### config.mk
export PLATFORM = sky130hd
export DESIGN_NAME = button_chord_level_control_top
export DESIGN_NICKNAME = d
export VERILOG_FILES = /design/src/rtl/bclc_pkg.sv /design/src/rtl/button_chord_level_control_top.sv
export SDC_FILE = /design/constraint.sdc
export NUM_CORES = 1
export LEC_CHECK = 0
export ABC_AREA = 1
export ABC_CLOCK_PERIOD_IN_PS = 3800
export BUFFER_PORTS_ARGS = -buffer_cell sky130_fd_sc_hd__clkbuf_2
export CAP_MARGIN = 15
export CORE_ASPECT_RATIO = 1.5
export CORE_MARGIN = 2
export CORE_UTILIZATION = 40
export CTS_BUF_LIST = sky130_fd_sc_hd__clkbuf_8 sky130_fd_sc_hd__clkbuf_16
export DETAILED_ROUTE_END_ITERATION = 10
export SKIP_LAST_GASP = 1
export SLEW_MARGIN = 20
export SYNTH_ARGS = -nofsm -noshare
export SYNTH_HDL_FRONTEND = slang
export SYNTH_SLANG_ARGS = --single-unit
### constraint.sdc
create_clock -name clk -period 3.8 [get_ports clk]
set_input_delay 0.19 -clock clk [delete_from_list [all_inputs] [get_ports clk]]
set_output_delay 0.19 -clock clk [all_outputs]
set_load 0.01 [all_outputs]
### src/rtl/bclc_pkg.sv
// Shared types, codes and constants for the button chord level control block.
package bclc_pkg;

  // Field and register widths
  localparam int unsigned VOLUME_W     = 6;
  localparam int unsigned BRIGHTNESS_W = 5;
  localparam int unsigned HOLD_W       = 8;
  localparam int unsigned HELD_W       = 4;
  localparam int unsigned PERCENT_W    = 9;
  localparam int unsigned BACKLIGHT_W  = 8;
  localparam int unsigned CFG_INDEX_W  = 2;
  localparam int unsigned CFG_DATA_W   = 8;

  // Button codes
  localparam logic [2:0] KEY_SELECT = 3'd0;
  localparam logic [2:0] KEY_START  = 3'd1;
  localparam logic [2:0] KEY_L      = 3'd2;
  localparam logic [2:0] KEY_R      = 3'd3;

  // Key transition codes
  localparam logic [1:0] VALUE_RELEASE = 2'd0;
  localparam logic [1:0] VALUE_PRESS   = 2'd1;
  localparam logic [1:0] VALUE_REPEAT  = 2'd2;
  localparam logic [1:0] VALUE_OTHER   = 2'd3;

  // Change report codes
  localparam logic [1:0] CHANGE_NONE       = 2'd0;
  localparam logic [1:0] CHANGE_VOLUME     = 2'd1;
  localparam logic [1:0] CHANGE_BRIGHTNESS = 2'd2;

  // Configuration register indexes
  localparam logic [CFG_INDEX_W-1:0] REG_VOLUME_MAX     = 2'd0;
  localparam logic [CFG_INDEX_W-1:0] REG_BRIGHTNESS_MAX = 2'd1;
  localparam logic [CFG_INDEX_W-1:0] REG_SUSPEND_HOLD   = 2'd2;

  // Reset values
  localparam logic [VOLUME_W-1:0]     VOLUME_MAX_RESET     = 6'd20;
  localparam logic [BRIGHTNESS_W-1:0] BRIGHTNESS_MAX_RESET = 5'd10;
  localparam logic [HOLD_W-1:0]       SUSPEND_HOLD_RESET   = 8'd40;
  localparam logic [VOLUME_W-1:0]     VOLUME_RESET         = 6'd20;
  localparam logic [BRIGHTNESS_W-1:0] BRIGHTNESS_RESET     = 5'd10;

  // Limits and output scaling
  localparam logic [HELD_W-1:0]      HELD_LIMIT     = 4'd15;
  localparam logic [HOLD_W-1:0]      HOLD_LIMIT     = 8'd255;
  localparam logic [BACKLIGHT_W-1:0] BACKLIGHT_BASE = 8'd70;

  typedef struct packed {
    logic       is_key;
    logic [2:0] key_code;
    logic [1:0] key_value;
  } key_event_t;

  typedef struct packed {
    logic [VOLUME_W-1:0]     volume_level;
    logic [PERCENT_W-1:0]    volume_percent;
    logic [BRIGHTNESS_W-1:0] brightness_level;
    logic [BACKLIGHT_W-1:0]  backlight_raw;
    logic [1:0]              level_changed;
    logic                    suspend_request;
  } level_result_t;

endpackage

### src/rtl/button_chord_level_control_top.sv
// Button chord level control: key event register, state update and result register.
// Events pass through the key event register, then into the result register.
// Throughput: one event per cycle while result_stall is low; the two registers
// together let a new event be taken while a finished result still waits downstream.
// Reset (rst, synchronous): levels return to 20 and 10, limits to 20, 10 and 40,
// held state and repeat phase clear, both registers empty.
module button_chord_level_control_top (
  input  logic                                  clk,
  input  logic                                  rst,
  input  logic                                  cfg_write,
  input  logic [bclc_pkg::CFG_INDEX_W-1:0]      cfg_index,
  input  logic [bclc_pkg::CFG_DATA_W-1:0]       cfg_data,
  input  logic                                  key_valid,
  output logic                                  key_stall,
  input  bclc_pkg::key_event_t                  key_event,
  output logic                                  result_valid,
  input  logic                                  result_stall,
  output bclc_pkg::level_result_t               result
);

  // Configuration registers
  logic [bclc_pkg::VOLUME_W-1:0]     volume_max;
  logic [bclc_pkg::BRIGHTNESS_W-1:0] brightness_max;
  logic [bclc_pkg::HOLD_W-1:0]       suspend_hold;

  // Chord state
  logic [bclc_pkg::HELD_W-1:0]       held_count, held_count_next;
  logic                              select_held, select_held_next;
  logic                              start_held, start_held_next;
  logic [bclc_pkg::HOLD_W-1:0]       start_hold_count, start_hold_count_next;
  logic                              repeat_phase, repeat_phase_next;
  logic [bclc_pkg::VOLUME_W-1:0]     volume_now, volume_now_next;
  logic [bclc_pkg::BRIGHTNESS_W-1:0] brightness_now, brightness_now_next;

  // Pipeline registers
  logic                    key_q_valid;
  bclc_pkg::key_event_t    key_q;
  bclc_pkg::level_result_t result_next;

  logic out_ready;
  logic advance;
  logic live;
  logic act;
  logic [1:0] changed;
  logic suspend;
  logic [bclc_pkg::HELD_W-1:0] held_after;

  assign out_ready = !result_valid || !result_stall;
  assign advance   = key_q_valid && out_ready;
  assign key_stall = key_q_valid && !out_ready;

  // Write configuration registers; unknown index is dropped
  always_ff @(posedge clk) begin
    if (rst) begin
      volume_max     <= bclc_pkg::VOLUME_MAX_RESET;
      brightness_max <= bclc_pkg::BRIGHTNESS_MAX_RESET;
      suspend_hold   <= bclc_pkg::SUSPEND_HOLD_RESET;
    end else if (cfg_write) begin
      case (cfg_index)
        bclc_pkg::REG_VOLUME_MAX:     volume_max     <= cfg_data[bclc_pkg::VOLUME_W-1:0];
        bclc_pkg::REG_BRIGHTNESS_MAX: brightness_max <= cfg_data[bclc_pkg::BRIGHTNESS_W-1:0];
        bclc_pkg::REG_SUSPEND_HOLD:   suspend_hold   <= cfg_data[bclc_pkg::HOLD_W-1:0];
        default: ;
      endcase
    end
  end

  // Hold an accepted transaction until the result register can take it
  always_ff @(posedge clk) begin
    if (rst) begin
      key_q_valid <= 1'b0;
    end else if (!key_stall) begin
      key_q_valid <= key_valid;
    end
  end

  always_ff @(posedge clk) begin
    if (!key_stall && key_valid) begin
      key_q <= key_event;
    end
  end

  // Work out the next chord state and levels for the held transaction
  always_comb begin
    held_count_next       = held_count;
    select_held_next      = select_held;
    start_held_next       = start_held;
    start_hold_count_next = start_hold_count;
    repeat_phase_next     = repeat_phase;
    volume_now_next       = volume_now;
    brightness_now_next   = brightness_now;
    changed               = bclc_pkg::CHANGE_NONE;
    suspend               = 1'b0;
    act                   = 1'b0;
    held_after            = held_count;

    live = key_q.is_key && (key_q.key_value != bclc_pkg::VALUE_OTHER);

    // Count held buttons, saturating at both ends
    if (key_q.key_value == bclc_pkg::VALUE_PRESS) begin
      if (held_count != bclc_pkg::HELD_LIMIT) begin
        held_after = held_count + 4'd1;
      end
    end else if (key_q.key_value == bclc_pkg::VALUE_RELEASE) begin
      if (held_count != '0) begin
        held_after = held_count - 4'd1;
      end
    end

    if (live) begin
      held_count_next = held_after;
      case (key_q.key_code)
        bclc_pkg::KEY_SELECT: begin
          if (key_q.key_value != bclc_pkg::VALUE_REPEAT) begin
            select_held_next = key_q.key_value[0];
          end
        end
        bclc_pkg::KEY_START: begin
          if (key_q.key_value != bclc_pkg::VALUE_REPEAT) begin
            start_held_next = key_q.key_value[0];
            start_hold_count_next = (held_after == 4'd1) ?
                                    {{(bclc_pkg::HOLD_W-1){1'b0}}, key_q.key_value[0]} : '0;
          end else if (start_hold_count != '0) begin
            if (start_hold_count != bclc_pkg::HOLD_LIMIT) begin
              start_hold_count_next = start_hold_count + 8'd1;
            end
            // Long START-only hold: request suspend and drop the held state
            if (start_hold_count > suspend_hold) begin
              suspend               = 1'b1;
              select_held_next      = 1'b0;
              start_held_next       = 1'b0;
              start_hold_count_next = '0;
              held_count_next       = '0;
            end
          end
        end
        bclc_pkg::KEY_L, bclc_pkg::KEY_R: begin
          // Repeats act on every other event
          if (key_q.key_value == bclc_pkg::VALUE_REPEAT) begin
            act               = repeat_phase;
            repeat_phase_next = !repeat_phase;
          end else begin
            act               = key_q.key_value[0];
            repeat_phase_next = 1'b0;
          end
          if (act) begin
            if (select_held && !start_held) begin
              if (key_q.key_code == bclc_pkg::KEY_R) begin
                if (volume_now < volume_max) begin
                  volume_now_next = volume_now + 6'd1;
                  changed         = bclc_pkg::CHANGE_VOLUME;
                end
              end else if (volume_now != '0) begin
                volume_now_next = volume_now - 6'd1;
                changed         = bclc_pkg::CHANGE_VOLUME;
              end
            end else if (start_held && !select_held) begin
              if (key_q.key_code == bclc_pkg::KEY_R) begin
                if (brightness_now < brightness_max) begin
                  brightness_now_next = brightness_now + 5'd1;
                  changed             = bclc_pkg::CHANGE_BRIGHTNESS;
                end
              end else if (brightness_now != '0) begin
                brightness_now_next = brightness_now - 5'd1;
                changed             = bclc_pkg::CHANGE_BRIGHTNESS;
              end
            end
          end
        end
        default: ;
      endcase
    end

    // Build the result from the updated levels
    result_next.volume_level     = volume_now_next;
    result_next.volume_percent   = {1'b0, volume_now_next, 2'b00}
                                 + {3'b000, volume_now_next};
    result_next.brightness_level = brightness_now_next;
    result_next.backlight_raw    = bclc_pkg::BACKLIGHT_BASE
                                 + {1'b0, brightness_now_next, 2'b00}
                                 + {3'b000, brightness_now_next};
    result_next.level_changed    = changed;
    result_next.suspend_request  = suspend;
  end

  // Advance the chord state once per transaction
  always_ff @(posedge clk) begin
    if (rst) begin
      held_count       <= '0;
      select_held      <= 1'b0;
      start_held       <= 1'b0;
      start_hold_count <= '0;
      repeat_phase     <= 1'b0;
      volume_now       <= bclc_pkg::VOLUME_RESET;
      brightness_now   <= bclc_pkg::BRIGHTNESS_RESET;
    end else if (advance) begin
      held_count       <= held_count_next;
      select_held      <= select_held_next;
      start_held       <= start_held_next;
      start_hold_count <= start_hold_count_next;
      repeat_phase     <= repeat_phase_next;
      volume_now       <= volume_now_next;
      brightness_now   <= brightness_now_next;
    end
  end

  // Load the result register when it is free or draining
  always_ff @(posedge clk) begin
    if (rst) begin
      result_valid <= 1'b0;
    end else if (out_ready) begin
      result_valid <= key_q_valid;
    end
  end

  always_ff @(posedge clk) begin
    if (advance) begin
      result <= result_next;
    end
  end

  // A suspend result never reports a level step
  assert property (@(posedge clk) disable iff (rst)
    (result_valid && result.suspend_request) |-> (result.level_changed == bclc_pkg::CHANGE_NONE))
    else $error("suspend result reports a level change");

  // A suspend clears every held flag and counter
  assert property (@(posedge clk) disable iff (rst)
    (advance && result_next.suspend_request) |=>
      (held_count == '0 && !select_held && !start_held && start_hold_count == '0))
    else $error("held state not cleared after suspend");

  // Levels only move when a transaction advances
  assert property (@(posedge clk) disable iff (rst)
    !advance |=> ($stable(volume_now) && $stable(brightness_now)))
    else $error("level changed without a transaction");

endmodule

Yosys cells after proc, flatten, opt, wreduce, memory -nomap -nowiden
Index checks and enable logic that the tools add are counted.
Storage, ports and cells
  logic and storage cells: 136
  memories: 0
  output and inout bits: 33
  memory bits (read-only): 0
  flip-flop bits (word level): 84
  RAM bits: 0
  bits in latches: 0
Operators by class
  bitwise gates (word level): 3
  equality and inequality tests: 16
  reduce and logical (&&, ||, !) cells: 36
  multipliers: 0
  shifts and indexed selects: 0
  $add $sub $neg: 10
  magnitude comparators: 3
  div/mod/pow operators: 0
  muxes and demuxes: 47
Operators with widths (count)
  2-to-1 mux 6 bit: 7
  2-to-1 mux 5 bit: 8
  2-to-1 mux 4 bit: 8
  2-to-1 mux 8 bit: 4
  2-to-1 mux 1 bit: 13
  2-to-1 mux 2 bit: 6
  inequality test 2 bit, second input constant: 6
  AND reduction 5 bit: 2
  adder 8 x 6 -> 9 bit: 1
  adder 7 x 7 -> 8 bit, first input constant: 1
  adder 8 x 1 -> 8 bit, second input constant: 1
  adder 8 x 5 -> 8 bit: 1
  greater-than comparator 8 bit: 1
  inequality test 8 bit, second input constant: 1
  AND reduction 2 bit: 4
  nonzero test 8 bit: 1
  logical NOT 1 bit: 7
  AND reduction 7 bit: 1
  adder 6 x 1 -> 6 bit, second input constant: 1
  equality test 3 x 2 -> 1 bit, second input constant: 2
  logical AND 1 bit: 6
  less-than comparator 6 bit: 1
  AND reduction 3 bit: 2
  nonzero test 2 bit: 3
  other kinds (22): 27

Logic depth before layout (Yosys ltp)
  depth after elaboration: 10
  gate-level depth with buffers: 22
  gate-level depth less buffers: 22

Least setup slack after synthesis
OpenSTA, ideal clock, no wires.
  path kind: flip-flop to flip-flop
  from: reg brightness_now[2] (netlist bit)
  to: reg result[9] (netlist bit) (data pin)
  clock period less this slack: 2.915 ns
  setup time: 0.260 ns
  stages on the path, launching flop included: 22
  data arrival time: 2.655 ns
  path buffers: 0
  setup slack: 0.885 ns
  path through: dfxtp_1 ha_1 nand2_1 inv_1 o21ai_0 nand3_1 nor2_1 inv_1 nand2_1 nand2_1 inv_2 nand2_1 nand2_1 inv_1 ha_1 inv_1 ha_1 inv_1 fa_1 inv_1 a31oi_1 xnor2_1
RTL lines
  start: declaration: line button_chord_level_control_top.sv:33  | logic [bclc_pkg::BRIGHTNESS_W-1:0] brightness_now, brightness_now_next;
  start signal: assignment: line button_chord_level_control_top.sv:195  | brightness_now <= bclc_pkg::BRIGHTNESS_RESET;
  start signal: assignment: line button_chord_level_control_top.sv:203  | brightness_now <= brightness_now_next;
  end signal: assignment: line button_chord_level_control_top.sv:218  | result <= result_next;
  end: declaration: line button_chord_level_control_top.sv:18  | output bclc_pkg::level_result_t result

==> metrics.log <==
INFO  metric run_status = completed
INFO  metric ff2ff_path_depth = 21
INFO  metric fp.dieH = 138 um
INFO  metric crit_fanout = 6
INFO  metric synth-async-reset-ratio = 0%
INFO  metric design.die.area = 12,900 um^2
INFO  metric clkTransAtPathRegs = 0.06 ns
INFO  metric syn-instance-count = 608
INFO  metric netlist.top_cell.by_area = sky130_fd_sc_hd__edfxtp_1
INFO  metric track_usage = 17.0%
INFO  metric io_buffer_count = 53
INFO  metric post_cts_hold_buffer_count = 0
INFO  metric wire_length_of_the_first_global_routing_pass = 17.0 mm
INFO  metric viasPerCell = 4.91
INFO  metric tritoncts.num_buffers = 9
INFO  metric setup.worst_path.class = reg -> reg
INFO  metric accumulated_negative_setup_slack = 0 ns
INFO  metric tritoncts = yes
INFO  metric setup_ws = 0.587 ns
INFO  metric cap_violations = 0
INFO  metric dp_cells = 801
INFO  metric clock_skew = 0.00630 ns
INFO  metric cp.arrival = 3.30 ns
INFO  metric holdWs = 0.0191 ns
INFO  metric worst_hold_path.num_cells = 1
INFO  metric synth_edf_count = 34
INFO  metric drt_first_iter_violations = 162
INFO  metric cts-resized-gates = 0
INFO  metric syn_to_final_growth = 14.5%
INFO  metric finalMaxSlewViolations = 0
INFO  metric fmax = 311 MHz
INFO  metric actual_slew_at_the_worst_max_slew_pin = 0.859 ns
INFO  metric yosys.cell_types.count = 39
INFO  metric path_cells = ha_1, nand2_1, inv_1, o21ai_0, nand3_1, nor2_1, inv_1, nand2_1, nand2_1, inv_2, nand2_1, nand2_1, inv_1, ha_1, inv_1, ha_1, inv_1, fa_1, inv_1, a31oi_1, xnor2_1
INFO  metric route.antenna.remaining_nets = 0
INFO  metric syn-num-nets = 667
INFO  metric largest_buffer_count_on_any_clock_path = 2
INFO  metric timing.critical_path.from_type = flop
INFO  metric required = 3.89 ns
INFO  metric clock_latency = 0.34 ns
INFO  metric total_vias_in_the_final_route = 4,010
INFO  metric total_clock_sinks = 81
INFO  metric layout-drive-gt1-share = 15.2%
INFO  metric power_density = 395 nW/um^2
INFO  metric initial_utilization = 41.2%
INFO  metric detail_route.first_pass.iterations = 4
INFO  metric num_antenna_cells = 0
INFO  metric netlist_area = 4780 um^2
INFO  metric ys_ff_latch = 81
INFO  metric routed_wirelength = 10.1 mm
INFO  metric grt_start_max_net_pins = 41
INFO  metric ys.flop_type = sky130_fd_sc_hd__dfxtp_1
INFO  metric cts_root_buffer = sky130_fd_sc_hd__clkbuf_16
INFO  metric power.total = 2.16 mW
INFO  metric ys_seq_area_share = 41.0%
INFO  metric ys_warn_count = 0
INFO  metric layoutNonFillerInstCount = 816
INFO  metric cellLeakagePower = 2.63 nW
INFO  metric timing.critical_path.slowest_cell_delay = 0.42 ns
INFO  metric crit_path_top_delay_cell = sky130_fd_sc_hd__dfxtp_1
INFO  metric post-route-min-period = 3.21 ns
INFO  metric syn-mean-instance-area = 7.86 um^2
INFO  metric holdCritPathClass = in -> reg
INFO  metric grt_overflow_total = 0
INFO  metric top_level_ports = 54
INFO  metric critical_path.most_common_cell = sky130_fd_sc_hd__inv_1
INFO  metric critPathCaptureType = flop
INFO  metric dpl.hpwl = 7.82 mm
INFO  metric post_synth_main_area_contributors = sky130_fd_sc_hd__edfxtp_1 21%, sky130_fd_sc_hd__dfxtp_1 20%, sky130_fd_sc_hd__ha_1 9.4%, sky130_fd_sc_hd__nand2_1 9.0%, sky130_fd_sc_hd__inv_1 7.9%
INFO  metric clock_tree.htree_level_count = 3
INFO  metric synth_largest_type_area_fraction = 21.4%
INFO  metric unrepaired_setup_endpoints_after_global_routing = no
INFO  metric gp_congestion = 0.950
INFO  metric final_critical_path_share_of_the_clock_period = 84.5%
INFO  metric grt_pass1_vias = 3,767
INFO  metric rows = 48
INFO  metric power.ir.vdd_worst = 0.226 mV
INFO  metric floorplan.core_area = 11,600 um^2
INFO  metric timing_hold_violations_final = 0
INFO  metric layout.nets = 721
INFO  metric timing.slew.headroom = 42.7%
INFO  metric detail_route.wl_per_cell = 12.4 um
INFO  metric dp_slack = 0.605 ns
INFO  metric dieWidth = 93.3 um
INFO  metric cts.repair_timing.setup_buffer_count = 0
INFO  metric detail_route.drc_violations = 0
INFO  metric antenna_found_initial = 0
INFO  metric finalSetupViolations = 0
==> per-stage QoR <==
| stage | cell area, um^2 | util (%) |
|---|---|---|
| finish | 5470 | 47.2 |
| floorplan | 4780 | - |
| detailed placement | 5190 | 44.8 |
| global placement | 5190 | 44.8 |
| global route | 5470 | 47.2 |
| CTS | 5470 | 47.2 |
==> synthesized netlist by cell type (3+ instances only) <==
library cell and count:
sky130_fd_sc_hd__a21oi_1 49, sky130_fd_sc_hd__o21ai_0 47, sky130_fd_sc_hd__nor2_4 3, sky130_fd_sc_hd__nor3b_1 3
sky130_fd_sc_hd__nor3_1 8, sky130_fd_sc_hd__nor2_1 43, sky130_fd_sc_hd__dfxtp_1 47, sky130_fd_sc_hd__buf_4 3
sky130_fd_sc_hd__inv_2 11, sky130_fd_sc_hd__nand4_1 5, sky130_fd_sc_hd__clkbuf_1 8, sky130_fd_sc_hd__xor2_1 13
sky130_fd_sc_hd__nand2_2 6, sky130_fd_sc_hd__nand3_1 36, sky130_fd_sc_hd__nand2_1 115, sky130_fd_sc_hd__inv_1 100
sky130_fd_sc_hd__o211ai_1 10, sky130_fd_sc_hd__o21ai_1 3, sky130_fd_sc_hd__edfxtp_1 34, sky130_fd_sc_hd__a31oi_1 4
sky130_fd_sc_hd__ha_1 36
==> path summary, 6_finish.rpt <==
path                     start           endpoint  slack, ns
min reg2reg  brightness_max[2]  brightness_max[2]       0.46
max reg2reg  brightness_now[2]          result[9]       0.59
min               key_event[3]           key_q[3]       0.02
max          brightness_now[2]          result[9]       0.59
==> critical path, delay by kind of cell, from the launching register on <==
family,cells,cell delay (ns)
AND/OR/NAND/NOR,7,0.69
XOR/XNOR,1,0.14
adder cells (fa/ha/maj),4,1.11
AO/OA/AOI/OAI,2,0.22
buffers and inverters,7,0.38
flip-flops,1,0.42
==> routing by layer <==
layer	global-route usage (%)	up-vias	part of all wire, %
li1	-	2099	-
met1	17.9	1794	40
met2	31.8	96	53
met3	3.26	21	3.7
met4	8.82	0	2.8
met5	0	-	0
==> state kept, by name, indices dropped and copies added, names as in the netlist <==
register,flops
key_q,6
volume_max,6
suspend_hold,8
select_held,1
brightness_max,5
key_q_valid,1
start_hold_count,8
held_count,4
start_held,1
brightness_now,5
repeat_phase,1
result_valid,1
volume_now,6
result,28
==> cell type report <==
type,instances,area (um^2)
fillers,1141,6120
multi-input cells,404,2340
flip-flops and latches,81,1960
inverters,111,417
repair buffers,55,280
clock buffers,11,264
well taps,150,188
clock inverters,4,18.8
==> layout by cell type, fill, tap and decap left out, types with 2 or more instances in the layout <==
cell | netlist | layout
sky130_fd_sc_hd__clkbuf_2 | 0 | 53
sky130_fd_sc_hd__edfxtp_1 | 34 | 34
sky130_fd_sc_hd__inv_1 | 100 | 102
sky130_fd_sc_hd__xor2_1 | 13 | 13
sky130_fd_sc_hd__nand3_1 | 36 | 36
sky130_fd_sc_hd__nor3_1 | 8 | 8
sky130_fd_sc_hd__nor3b_1 | 3 | 3
sky130_fd_sc_hd__a21o_1 | 2 | 2
sky130_fd_sc_hd__nand2_1 | 115 | 115
sky130_fd_sc_hd__o211ai_1 | 10 | 10
sky130_fd_sc_hd__o21ai_0 | 47 | 47
sky130_fd_sc_hd__a21oi_1 | 49 | 49
sky130_fd_sc_hd__buf_4 | 3 | 2
sky130_fd_sc_hd__or2_2 | 2 | 2
sky130_fd_sc_hd__nand2_2 | 6 | 6
sky130_fd_sc_hd__nand2_4 | 2 | 2
sky130_fd_sc_hd__o21ai_1 | 3 | 3
sky130_fd_sc_hd__clkbuf_16 | 0 | 10
sky130_fd_sc_hd__dfxtp_1 | 47 | 47
sky130_fd_sc_hd__fa_1 | 2 | 2
sky130_fd_sc_hd__xnor2_1 | 2 | 2
sky130_fd_sc_hd__nand4_1 | 5 | 5
sky130_fd_sc_hd__nor2_4 | 3 | 3
sky130_fd_sc_hd__nor2_1 | 43 | 43
sky130_fd_sc_hd__ha_1 | 36 | 36
sky130_fd_sc_hd__a31oi_1 | 4 | 4
sky130_fd_sc_hd__nor2_2 | 2 | 2
sky130_fd_sc_hd__inv_2 | 11 | 11
==> power by group <==
| part | internal [mW] | total, mW | switching (mW) | leakage (nW) |
|---|---|---|---|---|
| clock network | 0.491 | 0.826 | 0.336 | 0.149 |
| logic | 0.126 | 0.340 | 0.214 | 1.77 |
| registers | 0.968 | 0.997 | 0.0297 | 0.704 |
==> kinds of logic after synthesis <==
logic type	synth area share, %
xor gates and xnor gates	3.09
buffers and inverters	9.92
adders and majority gates	10.3
DFF	41.0
and+or+nand+nor	21.3
AOI/OAI and AO/OA	14.4
Power figures use the tool's default switching activity.
